[src/hdl/tcc_pkg.sv]
// Shared types, codes and helper functions of the text console cursor engine.
package tcc_pkg;

	localparam int unsigned GLYPH_WIDTH  = 8;
	localparam int unsigned GLYPH_HEIGHT = 16;

	localparam int unsigned QDEPTH = 2;
	localparam int unsigned QPTR_W = $clog2(QDEPTH);

	// Input commands
	localparam logic [1:0] CMD_CHAR  = 2'd0;
	localparam logic [1:0] CMD_BLOCK = 2'd1;
	localparam logic [1:0] CMD_SET   = 2'd2;
	localparam logic [1:0] CMD_CLEAR = 2'd3;

	// Control characters
	localparam logic [7:0] CH_LF  = 8'h0A;
	localparam logic [7:0] CH_CR  = 8'h0D;
	localparam logic [7:0] CH_TAB = 8'h09;
	localparam logic [7:0] CH_BS  = 8'h08;

	// Draw order codes
	localparam logic [2:0] OP_GLYPH  = 3'd0;
	localparam logic [2:0] OP_ERASE  = 3'd1;
	localparam logic [2:0] OP_RECT   = 3'd2;
	localparam logic [2:0] OP_SCROLL = 3'd3;
	localparam logic [2:0] OP_FILL   = 3'd4;
	localparam logic [2:0] OP_CURSOR = 3'd5;

	// Configuration register indexes
	localparam logic [1:0] REG_FG_COLOR       = 2'd0;
	localparam logic [1:0] REG_BACKDROP_COLOR = 2'd1;
	localparam logic [1:0] REG_COLUMNS        = 2'd2;
	localparam logic [1:0] REG_ROWS           = 2'd3;

	typedef enum logic [2:0] {
		CL_NEWLINE   = 3'd0,
		CL_RETURN    = 3'd1,
		CL_TAB       = 3'd2,
		CL_BACKSPACE = 3'd3,
		CL_GLYPH     = 3'd4,
		CL_BLOCK     = 3'd5,
		CL_SET       = 3'd6,
		CL_CLEAR     = 3'd7
	} cls_t;

	typedef struct packed {
		logic [1:0]  cmd;
		logic [7:0]  char_code;
		logic [7:0]  block_cols;
		logic [7:0]  block_rows;
		logic [23:0] block_color;
		logic        block_newline;
		logic [7:0]  new_col;
		logic [7:0]  new_row;
	} in_item_t;

	typedef struct packed {
		logic [2:0]  op;
		logic [11:0] pixel_x;
		logic [11:0] pixel_y;
		logic [11:0] rect_w;
		logic [11:0] rect_h;
		logic [7:0]  glyph;
		logic [23:0] color;
		logic [7:0]  cursor_col_out;
		logic [7:0]  cursor_row_out;
		logic        last;
	} out_item_t;

	// Classified item as it waits in the queue; opa/opb are the column and
	// row operands of a block or a set cursor.
	typedef struct packed {
		cls_t        cls;
		logic [7:0]  char_code;
		logic [7:0]  opa;
		logic [7:0]  opb;
		logic [23:0] block_color;
		logic        block_newline;
	} q_entry_t;

	typedef struct packed {
		logic full;
		logic empty;
	} q_stat_t;

	typedef struct packed {
		logic [23:0] fg_color;
		logic [23:0] backdrop_color;
		logic [7:0]  columns;
		logic [7:0]  rows;
	} cfg_t;

	function automatic logic [7:0] sat8(input logic [8:0] v);
		return v[8] ? 8'hFF : v[7:0];
	endfunction

	// Cell index times a small glyph dimension, saturated to the pixel range.
	function automatic logic [11:0] cell_px(input logic [7:0] v, input logic [5:0] k);
		logic [13:0] p;
		p = 14'(v) * 14'(k);
		return (p > 14'd4095) ? 12'hFFF : p[11:0];
	endfunction

endpackage

[src/hdl/tcc_cfg_if.sv]
// Configuration write channel.
interface tcc_cfg_if;
	logic        valid;
	logic        ready;
	logic [1:0]  index;
	logic [23:0] wdata;

	modport source (output valid, output index, output wdata, input ready);
	modport sink (input valid, input index, input wdata, output ready);
endinterface

[src/hdl/tcc_in_if.sv]
// Command channel carrying one input item.
interface tcc_in_if;
	logic               valid;
	logic               ready;
	tcc_pkg::in_item_t  data;

	modport source (output valid, output data, input ready);
	modport sink (input valid, input data, output ready);
endinterface

[src/hdl/tcc_out_if.sv]
// Draw order channel carrying one result item.
interface tcc_out_if;
	logic               valid;
	logic               ready;
	tcc_pkg::out_item_t data;

	modport source (output valid, output data, input ready);
	modport sink (input valid, input data, output ready);
endinterface

[src/hdl/tcc_fifo.sv]
// Short queue of classified items between the front and back parts.
module tcc_fifo (
	input  logic                clk,
	input  logic                arst_n,
	input  logic                push,
	input  tcc_pkg::q_entry_t   wr_entry,
	input  logic                pop,
	output tcc_pkg::q_entry_t   head,
	output tcc_pkg::q_stat_t    stat
);

	tcc_pkg::q_entry_t               mem_q [tcc_pkg::QDEPTH];
	logic [tcc_pkg::QPTR_W-1:0]      wr_ptr_q;
	logic [tcc_pkg::QPTR_W-1:0]      rd_ptr_q;
	logic [tcc_pkg::QPTR_W:0]        count_q;

	always_comb begin
		stat.full  = (count_q == (tcc_pkg::QPTR_W+1)'(tcc_pkg::QDEPTH));
		stat.empty = (count_q == '0);
		head       = mem_q[rd_ptr_q];
	end

	always_ff @(posedge clk or negedge arst_n) begin
		if (!arst_n) begin
			wr_ptr_q <= '0;
			rd_ptr_q <= '0;
			count_q  <= '0;
		end else begin
			if (push) begin
				wr_ptr_q <= (wr_ptr_q == (tcc_pkg::QPTR_W)'(tcc_pkg::QDEPTH - 1)) ?
					'0 : wr_ptr_q + 1'b1;
			end
			if (pop) begin
				rd_ptr_q <= (rd_ptr_q == (tcc_pkg::QPTR_W)'(tcc_pkg::QDEPTH - 1)) ?
					'0 : rd_ptr_q + 1'b1;
			end
			if (push && !pop) begin
				count_q <= count_q + 1'b1;
			end else if (pop && !push) begin
				count_q <= count_q - 1'b1;
			end
		end
	end

	always_ff @(posedge clk) begin
		if (push) begin
			mem_q[wr_ptr_q] <= wr_entry;
		end
	end

endmodule

[src/hdl/tcc_front.sv]
// Front part: accepts command items and classifies them for the queue.
module tcc_front (
	tcc_in_if.sink              req,
	input  tcc_pkg::q_stat_t    stat,
	output logic                push,
	output tcc_pkg::q_entry_t   entry
);

	always_comb begin
		req.ready = !stat.full;
		push      = req.valid && !stat.full;

		entry.char_code     = req.data.char_code;
		entry.block_color   = req.data.block_color;
		entry.block_newline = req.data.block_newline;
		entry.opa           = req.data.block_cols;
		entry.opb           = req.data.block_rows;
		entry.cls           = tcc_pkg::CL_CLEAR;

		case (req.data.cmd)
			tcc_pkg::CMD_CHAR: begin
				case (req.data.char_code)
					tcc_pkg::CH_LF:  entry.cls = tcc_pkg::CL_NEWLINE;
					tcc_pkg::CH_CR:  entry.cls = tcc_pkg::CL_RETURN;
					tcc_pkg::CH_TAB: entry.cls = tcc_pkg::CL_TAB;
					tcc_pkg::CH_BS:  entry.cls = tcc_pkg::CL_BACKSPACE;
					default:         entry.cls = tcc_pkg::CL_GLYPH;
				endcase
			end
			tcc_pkg::CMD_BLOCK: entry.cls = tcc_pkg::CL_BLOCK;
			tcc_pkg::CMD_SET: begin
				entry.cls = tcc_pkg::CL_SET;
				entry.opa = req.data.new_col;
				entry.opb = req.data.new_row;
			end
			default: entry.cls = tcc_pkg::CL_CLEAR;
		endcase
	end

endmodule

[src/hdl/tcc_back.sv]
// Back part: owns the cursor, carries out queued items and emits draw orders.
module tcc_back (
	input  logic                clk,
	input  logic                arst_n,
	input  tcc_pkg::cfg_t       cfg,
	input  tcc_pkg::q_entry_t   head,
	input  tcc_pkg::q_stat_t    stat,
	output logic                pop,
	tcc_out_if.source           rsp
);

	logic [7:0]          col_q;
	logic [7:0]          row_q;
	logic                out_valid_q;
	logic                pend_q;
	tcc_pkg::out_item_t  out_q;
	tcc_pkg::out_item_t  sec_q;

	logic [7:0]          ecols;
	logic [7:0]          erows;
	logic [7:0]          nc;
	logic [7:0]          nr;
	logic [8:0]          tab9;
	logic                has_pri;
	logic                wrap_chk;
	logic                scr_chk;
	logic                wrapped;
	logic                scroll;
	logic                two;
	logic                out_free;
	tcc_pkg::out_item_t  pri;
	tcc_pkg::out_item_t  scr;
	tcc_pkg::out_item_t  first;
	tcc_pkg::out_item_t  second;

	always_comb begin
		ecols    = (cfg.columns == 8'd0) ? 8'd1 : cfg.columns;
		erows    = (cfg.rows == 8'd0) ? 8'd1 : cfg.rows;
		nc       = col_q;
		nr       = row_q;
		tab9     = ({1'b0, col_q} + 9'd4) & ~9'd3;
		has_pri  = 1'b0;
		wrap_chk = 1'b0;
		scr_chk  = 1'b0;
		pri      = '0;

		case (head.cls)
			tcc_pkg::CL_NEWLINE: begin
				nc       = 8'd0;
				nr       = tcc_pkg::sat8({1'b0, row_q} + 9'd1);
				wrap_chk = 1'b1;
				scr_chk  = 1'b1;
			end
			tcc_pkg::CL_RETURN: begin
				nc       = 8'd0;
				wrap_chk = 1'b1;
				scr_chk  = 1'b1;
			end
			tcc_pkg::CL_TAB: begin
				nc       = tcc_pkg::sat8(tab9);
				wrap_chk = 1'b1;
				scr_chk  = 1'b1;
			end
			tcc_pkg::CL_BACKSPACE: begin
				wrap_chk = 1'b1;
				scr_chk  = 1'b1;
				// At the top-left cell nothing is erased.
				if (col_q != 8'd0) begin
					nc      = col_q - 8'd1;
					has_pri = 1'b1;
				end else if (row_q != 8'd0) begin
					nr      = row_q - 8'd1;
					nc      = ecols - 8'd1;
					has_pri = 1'b1;
				end
				pri.op      = tcc_pkg::OP_ERASE;
				pri.pixel_x = tcc_pkg::cell_px(nc, 6'(tcc_pkg::GLYPH_WIDTH));
				pri.pixel_y = tcc_pkg::cell_px(nr, 6'(tcc_pkg::GLYPH_HEIGHT));
				pri.rect_w  = 12'(tcc_pkg::GLYPH_WIDTH);
				pri.rect_h  = 12'(tcc_pkg::GLYPH_HEIGHT);
				pri.color   = cfg.backdrop_color;
			end
			tcc_pkg::CL_GLYPH: begin
				has_pri     = 1'b1;
				pri.op      = tcc_pkg::OP_GLYPH;
				pri.pixel_x = tcc_pkg::cell_px(col_q, 6'(tcc_pkg::GLYPH_WIDTH));
				pri.pixel_y = tcc_pkg::cell_px(row_q, 6'(tcc_pkg::GLYPH_HEIGHT));
				pri.glyph   = head.char_code;
				pri.color   = cfg.fg_color;
				nc          = tcc_pkg::sat8({1'b0, col_q} + 9'd1);
				wrap_chk    = 1'b1;
				scr_chk     = 1'b1;
			end
			tcc_pkg::CL_BLOCK: begin
				has_pri     = 1'b1;
				pri.op      = tcc_pkg::OP_RECT;
				pri.pixel_x = tcc_pkg::cell_px(col_q, 6'(tcc_pkg::GLYPH_WIDTH));
				pri.pixel_y = tcc_pkg::cell_px(row_q, 6'(tcc_pkg::GLYPH_HEIGHT));
				pri.rect_w  = tcc_pkg::cell_px(head.opa, 6'(tcc_pkg::GLYPH_WIDTH));
				pri.rect_h  = tcc_pkg::cell_px(head.opb, 6'(tcc_pkg::GLYPH_HEIGHT));
				pri.color   = head.block_color;
				if (head.block_newline) begin
					nc      = 8'd0;
					nr      = tcc_pkg::sat8({1'b0, row_q} + {1'b0, head.opb});
					scr_chk = 1'b1;
				end else begin
					// Without a newline the scroll test follows only a wrap.
					nc       = tcc_pkg::sat8({1'b0, col_q} + {1'b0, head.opa});
					wrap_chk = 1'b1;
				end
			end
			tcc_pkg::CL_SET: begin
				nc = head.opa;
				nr = head.opb;
			end
			default: begin
				has_pri   = 1'b1;
				pri.op    = tcc_pkg::OP_FILL;
				pri.color = cfg.backdrop_color;
				nc        = 8'd0;
				nr        = 8'd0;
			end
		endcase

		wrapped = wrap_chk && (nc >= ecols);
		if (wrapped) begin
			nc = 8'd0;
			nr = tcc_pkg::sat8({1'b0, nr} + 9'd1);
		end
		scroll = (scr_chk || wrapped) && (nr >= erows);
		if (scroll) begin
			nc = 8'd0;
			nr = erows - 8'd1;
		end

		scr       = '0;
		scr.op    = tcc_pkg::OP_SCROLL;
		scr.color = cfg.backdrop_color;

		if (has_pri) begin
			first = pri;
		end else if (scroll) begin
			first = scr;
		end else begin
			first    = '0;
			first.op = tcc_pkg::OP_CURSOR;
		end
		two                   = has_pri && scroll;
		first.cursor_col_out  = nc;
		first.cursor_row_out  = nr;
		first.last            = !two;
		second                = scr;
		second.cursor_col_out = nc;
		second.cursor_row_out = nr;
		second.last           = 1'b1;

		out_free = !out_valid_q || rsp.ready;
		pop      = !stat.empty && out_free && !pend_q;
	end

	assign rsp.valid = out_valid_q;
	assign rsp.data  = out_q;

	always_ff @(posedge clk or negedge arst_n) begin
		if (!arst_n) begin
			col_q       <= 8'd0;
			row_q       <= 8'd0;
			out_valid_q <= 1'b0;
			pend_q      <= 1'b0;
		end else begin
			if (pop) begin
				col_q       <= nc;
				row_q       <= nr;
				out_valid_q <= 1'b1;
				pend_q      <= two;
			end else if (pend_q && out_free) begin
				out_valid_q <= 1'b1;
				pend_q      <= 1'b0;
			end else if (rsp.ready) begin
				out_valid_q <= 1'b0;
			end
		end
	end

	always_ff @(posedge clk) begin
		if (pop) begin
			out_q <= first;
			sec_q <= second;
		end else if (pend_q && out_free) begin
			out_q <= sec_q;
		end
	end

endmodule

[src/hdl/text_console_cursor_engine.sv]
// Top level of the text console cursor engine: configuration registers and wiring.
//
//  channel  dir  handshake        payload
//  cfg      in   valid / ready    index (2), wdata (24)
//  req      in   valid / ready    in_item_t: command item
//  rsp      out  valid / ready    out_item_t: draw order item
//
// An item yields one draw order, or two (a draw followed by a scroll); while
// the second is pending the back part takes no new item. An accepted item passes
// through the queue and then the output register before its first result appears.
// The two-entry queue lets the front keep accepting while results stall.
// Reset clears the cursor, the queue and the output; config takes its defaults.
// Configuration writes are always accepted.
module text_console_cursor_engine (
	input  logic      clk,
	input  logic      arst_n,
	tcc_cfg_if.sink   cfg,
	tcc_in_if.sink    req,
	tcc_out_if.source rsp
);

	tcc_pkg::cfg_t      cfg_q;
	tcc_pkg::q_entry_t  wr_entry;
	tcc_pkg::q_entry_t  head;
	tcc_pkg::q_stat_t   q_stat;
	logic               push;
	logic               pop;

	assign cfg.ready = 1'b1;

	always_ff @(posedge clk or negedge arst_n) begin
		if (!arst_n) begin
			cfg_q.fg_color       <= 24'hFFFFFF;
			cfg_q.backdrop_color <= 24'h000000;
			cfg_q.columns        <= 8'd128;
			cfg_q.rows           <= 8'd48;
		end else if (cfg.valid) begin
			case (cfg.index)
				tcc_pkg::REG_FG_COLOR:       cfg_q.fg_color       <= cfg.wdata;
				tcc_pkg::REG_BACKDROP_COLOR: cfg_q.backdrop_color <= cfg.wdata;
				tcc_pkg::REG_COLUMNS:        cfg_q.columns        <= cfg.wdata[7:0];
				tcc_pkg::REG_ROWS:           cfg_q.rows           <= cfg.wdata[7:0];
				default:                     cfg_q.rows           <= cfg_q.rows;
			endcase
		end
	end

	tcc_front u_front (
		.req   (req),
		.stat  (q_stat),
		.push  (push),
		.entry (wr_entry)
	);

	tcc_fifo u_fifo (
		.clk      (clk),
		.arst_n   (arst_n),
		.push     (push),
		.wr_entry (wr_entry),
		.pop      (pop),
		.head     (head),
		.stat     (q_stat)
	);

	tcc_back u_back (
		.clk    (clk),
		.arst_n (arst_n),
		.cfg    (cfg_q),
		.head   (head),
		.stat   (q_stat),
		.pop    (pop),
		.rsp    (rsp)
	);

	// The second result of an item follows straight after the first is taken.
	a_second_follows: assert property (@(posedge clk) disable iff (!arst_n)
		rsp.valid && rsp.ready && !rsp.data.last |=> rsp.valid)
		else $error("second result of an item did not follow");

	// Only a glyph, erase or block draw can be followed by a scroll.
	a_first_of_two: assert property (@(posedge clk) disable iff (!arst_n)
		rsp.valid && !rsp.data.last |->
			(rsp.data.op == tcc_pkg::OP_GLYPH || rsp.data.op == tcc_pkg::OP_ERASE ||
			 rsp.data.op == tcc_pkg::OP_RECT))
		else $error("unexpected order ahead of a second result");

	// A cursor-only result stands alone and carries no colour.
	a_cursor_only: assert property (@(posedge clk) disable iff (!arst_n)
		rsp.valid && rsp.data.op == tcc_pkg::OP_CURSOR |->
			rsp.data.last && rsp.data.color == 24'd0)
		else $error("malformed cursor-only result");

	a_queue_state: assert property (@(posedge clk) disable iff (!arst_n)
		!(q_stat.full && q_stat.empty))
		else $error("queue reports full and empty together");

endmodule
[src/flat_wrapper.sv]
// flat-port wrapper written by rule: the top's interface ports become plain ports
module text_console_cursor_engine_flat 
  (clk, arst_n, cfg_valid, cfg_index, cfg_wdata, cfg_ready, req_valid, req_data, req_ready, rsp_valid, rsp_data, rsp_ready);
  tcc_cfg_if cfg_i ();
  tcc_in_if req_i ();
  tcc_out_if rsp_i ();
  input  logic clk;
  input  logic arst_n;
  input wire logic [$bits(cfg_i.valid)-1:0] cfg_valid;
  input wire logic [$bits(cfg_i.index)-1:0] cfg_index;
  input wire logic [$bits(cfg_i.wdata)-1:0] cfg_wdata;
  output wire logic [$bits(cfg_i.ready)-1:0] cfg_ready;
  input wire logic [$bits(req_i.valid)-1:0] req_valid;
  input wire logic [$bits(req_i.data)-1:0] req_data;
  output wire logic [$bits(req_i.ready)-1:0] req_ready;
  output wire logic [$bits(rsp_i.valid)-1:0] rsp_valid;
  output wire logic [$bits(rsp_i.data)-1:0] rsp_data;
  input wire logic [$bits(rsp_i.ready)-1:0] rsp_ready;
  assign cfg_i.valid = cfg_valid;
  assign cfg_i.index = cfg_index;
  assign cfg_i.wdata = cfg_wdata;
  assign cfg_ready = cfg_i.ready;
  assign req_i.valid = req_valid;
  assign req_i.data = req_data;
  assign req_ready = req_i.ready;
  assign rsp_valid = rsp_i.valid;
  assign rsp_data = rsp_i.data;
  assign rsp_i.ready = rsp_ready;
  text_console_cursor_engine u_core (.clk(clk), .arst_n(arst_n), .cfg(cfg_i), .req(req_i), .rsp(rsp_i));
endmodule
[config.mk]
export PLATFORM = sky130hd
export DESIGN_NAME = text_console_cursor_engine_flat
export DESIGN_NICKNAME = d
export VERILOG_FILES = /design/src/hdl/tcc_pkg.sv /design/src/hdl/tcc_cfg_if.sv /design/src/hdl/tcc_in_if.sv /design/src/hdl/tcc_out_if.sv /design/src/hdl/tcc_fifo.sv /design/src/hdl/tcc_front.sv /design/src/hdl/tcc_back.sv /design/src/hdl/text_console_cursor_engine.sv /design/src/flat_wrapper.sv
export SDC_FILE = /design/constraint.sdc
export NUM_CORES = 1
export LEC_CHECK = 0
export BUFFER_PORTS_ARGS = -buffer_cell sky130_fd_sc_hd__clkbuf_2
export CELL_PAD_IN_SITES_DETAIL_PLACEMENT = 0
export CELL_PAD_IN_SITES_GLOBAL_PLACEMENT = 2
export CORE_ASPECT_RATIO = 1.75
export CORE_MARGIN = 10
export CORE_UTILIZATION = 39
export CTS_CLUSTER_SIZE = 12
export DETAILED_ROUTE_END_ITERATION = 12
export GPL_ROUTABILITY_DRIVEN = 0
export PLACE_DENSITY_LB_ADDON = 0.1
export SLEW_MARGIN = 20
export SYNTH_ARGS = -nofsm -noshare
export SYNTH_HDL_FRONTEND = slang
export SYNTH_SLANG_ARGS = --single-unit
[constraint.sdc]
create_clock -name clk -period 10.5 [get_ports clk]
set_clock_uncertainty 0.1 [all_clocks]
set_input_delay 0.525 -clock clk [delete_from_list [all_inputs] [get_ports clk]]
set_output_delay 0.525 -clock clk [all_outputs]
set_load 0.01 [all_outputs]
==> impl_metrics.tcl, run 1 <==
set metrics [dict create \
    seq_area_um2 9040 \
    worstSetupEndpoint "u_core.u_back.rsp.data[6]" \
    clock_sinks 314 \
    nFillCells 3782 \
    ys.flop_type "edfxtp_1" \
    die_area_um2 49100 \
    vias 11100 \
    powerDensity_nw_per_um2 312 \
    ys_ff_latch 314 \
    cts_buffer_depth 3 \
    synth.distinct_cells 81 \
    relSlewSlack_pct 17.6 \
    crit_path_max_fanout 47 \
    grt_pass1_vias 11900 \
    synth-async-reset-ratio_pct 27.4 \
    initial_core_util_pct 39.4 \
    timing.final.crit_share_pct 79.8 \
    reg2reg_to "u_core.u_back.rsp.data[6]" \
    status "complete, no violations" \
    crit_path_end_kind "flop" \
    ant_nets 0 \
    finalSetupViolations 0 \
    crit_slowest_cell "dfrtp_4" \
    diodes 0 \
    tns_ns 0 \
    clk_latency_ns 0.58 \
    routed_wl_um 49600 \
    finalCriticalPeriod_ns 8.38 \
    first_iter_violations 583 \
    core.rowCount 97 \
    viasPerCell 5.49 \
    power_frac_comb_pct 43.3 \
    ys_warn_count 0 \
    wl_per_cell_um 24.5 \
    cts_tree "yes" \
    port_buffers 183 \
    rrSetupSlack_ns 2.12 \
    hpwl_um 36500 \
    syn_inst 1327 \
    use_met2_pct 38.0 \
    start_kind "flop" \
    power_frac_seq_pct 38.1 \
    intPower_mw 3.34 \
    numCtsBuffers 31 \
    h-tree-depth 1 \
    path_buf_inv 2 \
    met3_usage_pct 3.06 \
    multi_input_area_um2 6200 \
    crit_required_ns 10.72 \
    syn-cell-area_um2 15700 \
    first_pass_iters 5 \
    p_sw_mw 2.32 \
    r2r_cells 30 \
    worstMarginPinSlew_ns 1.23 \
    die_x_um 172 \
    path_class "reg2reg" \
    crit_family "compound AO/OA/AOI/OAI gates" \
    num-nets-final 1653 \
    final_common_cell "edfxtp_1" \
    layout_common_cells "228 x edfxtp_1, 182 x clkbuf_2, 125 x nand2_1" \
    grt_use_total_pct 20.1 \
    min-delay-path-class "in2reg" \
    holdWs_ns 0.0339 \
    p_clk_share_pct 18.6 \
    grt_max_degree 59 \
    cts-resized-gates 0 \
    drive_gt1_share_pct 25.4 \
    maxCapViolations 0 \
    switching_share_pct 41.1 \
    worstSetupStartpoint "u_core.u_fifo.rd_ptr_q" \
    area_delta_synth_final_pct 15.3 \
    grtUsageMet1_pct 20.8 \
    slew_violations 0 \
    top_usage_layer "met2" \
    ys_seq_area_share_pct 57.4 \
    ctsRootBufferMaster "clkbuf_16" \
    path_clk_slew_ns 0.06 \
    hold_viol_final 0 \
    ios 201 \
    cp.depth 30 \
    coreArea_um2 39900 \
    p_leak_nw 7.30 \
    clock.fmax_mhz 119 \
    rsz0062_at_grt "no" \
    syn_avg_cell_area_um2 11.9 \
    slowest_delay_ns 0.86 \
    reg2reg_from "u_core.u_fifo.rd_ptr_q" \
    synth-edff-count 228 \
    overflow 0 \
    worstPathArrival_ns 8.60 \
    drcViolationCount 0 \
    ir_drop_mv 0.148 \
    grt_pass1_wl_um 74200 \
    die_height_um 286 \
    antenna_found_initial 0 \
]
-- per-layer routing --
layer,wire length (um),vias up
met1,17500,5471
met5,0,-
met2,27400,310
li1,-,5266
met4,2370,0
met3,2330,90
-- layout make-up --
class                   instances  share of cell area [%]
multi-input cells             885                    34.1
well taps                     495                    3.41
flip-flops and latches        314                    49.8
inverters                      66                    1.36
repair buffers                209                    6.15
clock buffers                  56                    5.13
clock inverters                 2                  0.0758
-- kinds of logic after synthesis --
logic type,count (synthesis),synth area share [%]
AOI/OAI and AO/OA,285,12.1
xor gates and xnor gates,32,1.78
adders and majority gates,48,3.91
buffers and inverters,143,3.95
DFF,314,57.4
muxes,142,9.69
other,2,0.0477
and+or+nand+nor,361,11.2
-- Yosys cell counts, types with 8 or more instances --
cell,count,area share [%]
nand3_1,30,0.95
or3_1,11,0.44
buf_4,18,0.86
a211o_1,8,0.44
o21a_1,8,0.38
buf_2,8,0.25
inv_1,66,1.6
clkbuf_1,44,1.0
and3_1,10,0.40
a31oi_1,11,0.44
a21o_1,10,0.48
o21ai_0,72,2.3
a221oi_1,14,0.78
o21ai_1,8,0.25
dfstp_2,27,4.5
mux2_2,84,6.0
o22ai_1,10,0.40
nor3_1,25,0.79
nor2b_1,11,0.44
o211ai_1,11,0.52
edfxtp_1,228,43
mux2i_1,58,3.7
dfrtp_1,59,9.4
a22oi_1,16,0.76
nor2_1,92,2.2
a21oi_1,61,1.9
nand2_1,125,3.0
ha_1,46,3.7
xnor2_1,25,1.4
-- timing repair --
item | CTS | global route
endpoints found under the hold margin | 27 | 0
buffers inserted | 0 | 0
hold buffers | 1 | 0
-- registers in the layout, summed over array words and instances (netlist names) --
name	count
u_core.cfg_q	64
u_core.u_fifo.mem_q	104
u_core.u_back.pend_q	1
u_core.u_back.rsp.valid	1
u_core.u_fifo.rd_ptr_q	1
u_core.u_back.sec_q	40
u_core.u_fifo.count_q	2
u_core.u_back.col_q	8
u_core.u_back.rsp.data	84
u_core.u_fifo.wr_ptr_q	1
u_core.u_back.row_q	8
-- power by group through the flow --
stage | clock network, mW | logic [mW] | registers [mW]
final | 1.05 | 2.45 | 2.16
after global routing | 1.14 | 2.70 | 2.20
after CTS | 1.09 | 2.49 | 2.16
after detailed placement | 0 | 2.48 | 2.18
after global placement | 0 | 2.48 | 2.18
after floorplan | 0 | 1.55 | 2.15
-- how the worst min path moves through the flow --
stage | startpoint | to | slack (ns) | depth (start not counted)
2_1_floorplan | arst_n | u_core.cfg_q[0] | 0.13 | 0
3_3_place_gp | u_core.cfg_q[26] | u_core.u_back.sec_q[27] | 0.35 | 0
3_5_place_dp | u_core.cfg_q[31] | u_core.u_back.sec_q[32] | 0.36 | 0
4_1_cts | req_data[39] | u_core.u_fifo.mem_q[0][23] | 0.002 | 1
5_1_grt | req_data[30] | u_core.u_fifo.mem_q[0][14] | 0.006 | 1
6_report | req_data[30] | u_core.u_fifo.mem_q[0][14] | 0.03 | 1
-- worst reg2reg max path, delay by kind of cell, from the launching register on --
kind / cells / cell delay (ns)
simple gates: 8 / 1.37
fa+ha+maj: 4 / 1.22
flops: 1 / 0.86
compound gates: 14 / 3.65
buf+inv: 2 / 0.16
mux: 2 / 0.78
-- per-stage QoR --
step	instance area [um^2]	worst slack (ns)	total power, mW	utilization, %	instances
CTS	18200	2.09	5.74	45.5	2027
finish	18200	2.12	5.66	45.5	2027
floorplan	15800	3.11	3.70	-	1342
global route	18200	1.22	6.03	45.5	2027
detailed placement	17200	2.11	4.66	43.1	1968
global placement	17200	2.29	4.65	43.1	1968
Power figures use the tool's default switching activity.
==> run 2, diff against run 1 <==
CORE_UTILIZATION = 35   (was 39)
clock period = 7.1 ns   (was 10.5 ns; I/O delays follow)
==> run 2 against run 1 <==
Final cell count is 10% higher. Clock power up 65%. Largest power group unchanged. Routed wire length rose by 5.4%. Non-clock buffer count is 127 higher.
==> impl_metrics.tcl, run 2 (synthesis results as in run 1) <==
set metrics [dict create \
    first_pass_iters 6 \
    drcViolationCount 0 \
    largest_reg_flops 104 \
    wl_per_cell_um 23.4 \
    finalSetupViolations 0 \
    min-delay-path-class "in2reg" \
    num-nets-final 1783 \
    slowest_delay_ns 0.49 \
    worstMarginPinSlew_ns 1.06 \
    drive_gt1_share_pct 28.9 \
    ant_nets 0 \
    finalCriticalPeriod_ns 6.68 \
    ir_drop_mv 0.248 \
    initial_core_util_pct 35.5 \
    grt_pass1_wl_um 77500 \
    antenna_found_initial 0 \
    die_height_um 301 \
    ios 201 \
    seq_area_um2 9040 \
    cts_setup_buffers 0 \
    ctsRootBufferMaster "clkbuf_16" \
    grt_use_total_pct 18.7 \
    crit_family "compound AO/OA/AOI/OAI gates" \
    timing.final.crit_share_pct 94.1 \
    post-place-cells 2123 \
    worstPathArrival_ns 6.84 \
    tns_ns 0 \
    core.rowCount 102 \
    multi_input_area_um2 6230 \
    crit_slowest_cell "dfrtp_4" \
    clock.fmax_mhz 150 \
    hold_viol_final 0 \
    relSlewSlack_pct 28.2 \
    status "complete, no violations" \
    routed_wl_um 52300 \
    p_leak_nw 7.97 \
    viasPerCell 5.25 \
    clock_sinks 314 \
    clk_latency_ns 0.53 \
    grt_max_degree 59 \
    h-tree-depth 2 \
    path_buf_inv 6 \
    coreArea_um2 44400 \
    rsz0062_at_grt "yes" \
    crit_required_ns 7.26 \
    numCtsBuffers 34 \
    grt_pass1_vias 12300 \
    overflow 0 \
    die_area_um2 54200 \
    diodes 0 \
    path_clk_slew_ns 0.06 \
    first_iter_violations 509 \
    vias 11700 \
    regMostFlops "u_core.u_fifo.mem_q" \
    powerDensity_nw_per_um2 464 \
    start_kind "flop" \
    crit_path_max_fanout 11 \
    cts_buffer_depth 3 \
    final_common_cell "edfxtp_1" \
    area_delta_synth_final_pct 23.9 \
    cts_tree "yes" \
    layout_common_cells "228 x edfxtp_1, 182 x clkbuf_2, 125 x nand2_1" \
    maxCapViolations 0 \
    port_buffers 183 \
    hpwl_um 39700 \
    layoutNonFillerInstCount 2234 \
    crit_path_end_kind "flop" \
    path_class "reg2reg" \
    power_mw 9.06 \
    nFillCells 4293 \
    die_x_um 180 \
    slew_violations 0 \
    critical_path.most_common_cell "buf_4" \
]
-- run 2: final timing paths --
path / slack [ns] / cells past startpoint / to / start
setup / recovery: 0.42 / 31 / u_core.u_back.rsp.data[7] / u_core.u_fifo.rd_ptr_q
hold / removal: 0.04 / 4 / u_core.u_back.pend_q / rsp_ready
setup reg to reg: 0.42 / 31 / u_core.u_back.rsp.data[7] / u_core.u_fifo.rd_ptr_q
hold reg to reg: 0.36 / 0 / u_core.u_back.sec_q[31] / u_core.cfg_q[30]
max in group asynchronous: 5.58 / 3 / u_core.cfg_q[37] / arst_n
min in group asynchronous: 0.28 / 2 / u_core.cfg_q[26] / arst_n
-- run 2: where the power goes --
group	total [mW]	switching [mW]	internal, mW	leakage (nW)
clock network	1.73	0.728	1.00	0.520
registers	3.08	0.264	2.81	3.19
logic	4.25	2.65	1.60	4.25
-- run 2: layer usage --
| metal | global-route usage [%] | wire length [um] |
|---|---|---|
| met4 | 9.62 | 2720 |
| met5 | 0 | 0 |
| met2 | 36.2 | 29000 |
| met3 | 3.07 | 2120 |
| met1 | 18.7 | 18400 |
-- run 2: repair_timing --
action | 4_1_cts | 5_1_grt
resized for setup | 0 | 11
setup endpoints to repair | 0 | 68
hold buffers | 50 | 0
hold endpoints to repair | 134 | 0
-- run 2: per-stage QoR --
stage	worst slack (ns)	area [um^2]	hold WS, ns	utilization (%)
after floorplan	0.0138	15800	-0.0406	-
after global placement	0.208	17900	0.311	40.3
after detailed placement	0.0961	17900	0.317	40.3
after CTS	0.0959	19500	0.0314	43.8
after global routing	-0.0474	19500	0.0593	43.9
final	0.420	19500	0.0431	43.9
-- run 2: final cells by class --
cell class | count | area share (%)
Multi-Input combinational cell | 885 | 31.9
Tap cell | 572 | 3.67
Clock buffer | 52 | 4.87
Inverter | 66 | 1.27
Sequential cell | 314 | 46.3
Timing Repair Buffer | 336 | 11.4
Clock inverter | 9 | 0.584
-- run 2: tightest hold or removal path, stage by stage --
cell and delay (ns):
clkbuf_2 0.08, nor2b_1 0.08, nand2_1 0.08, nand2_1 0.04
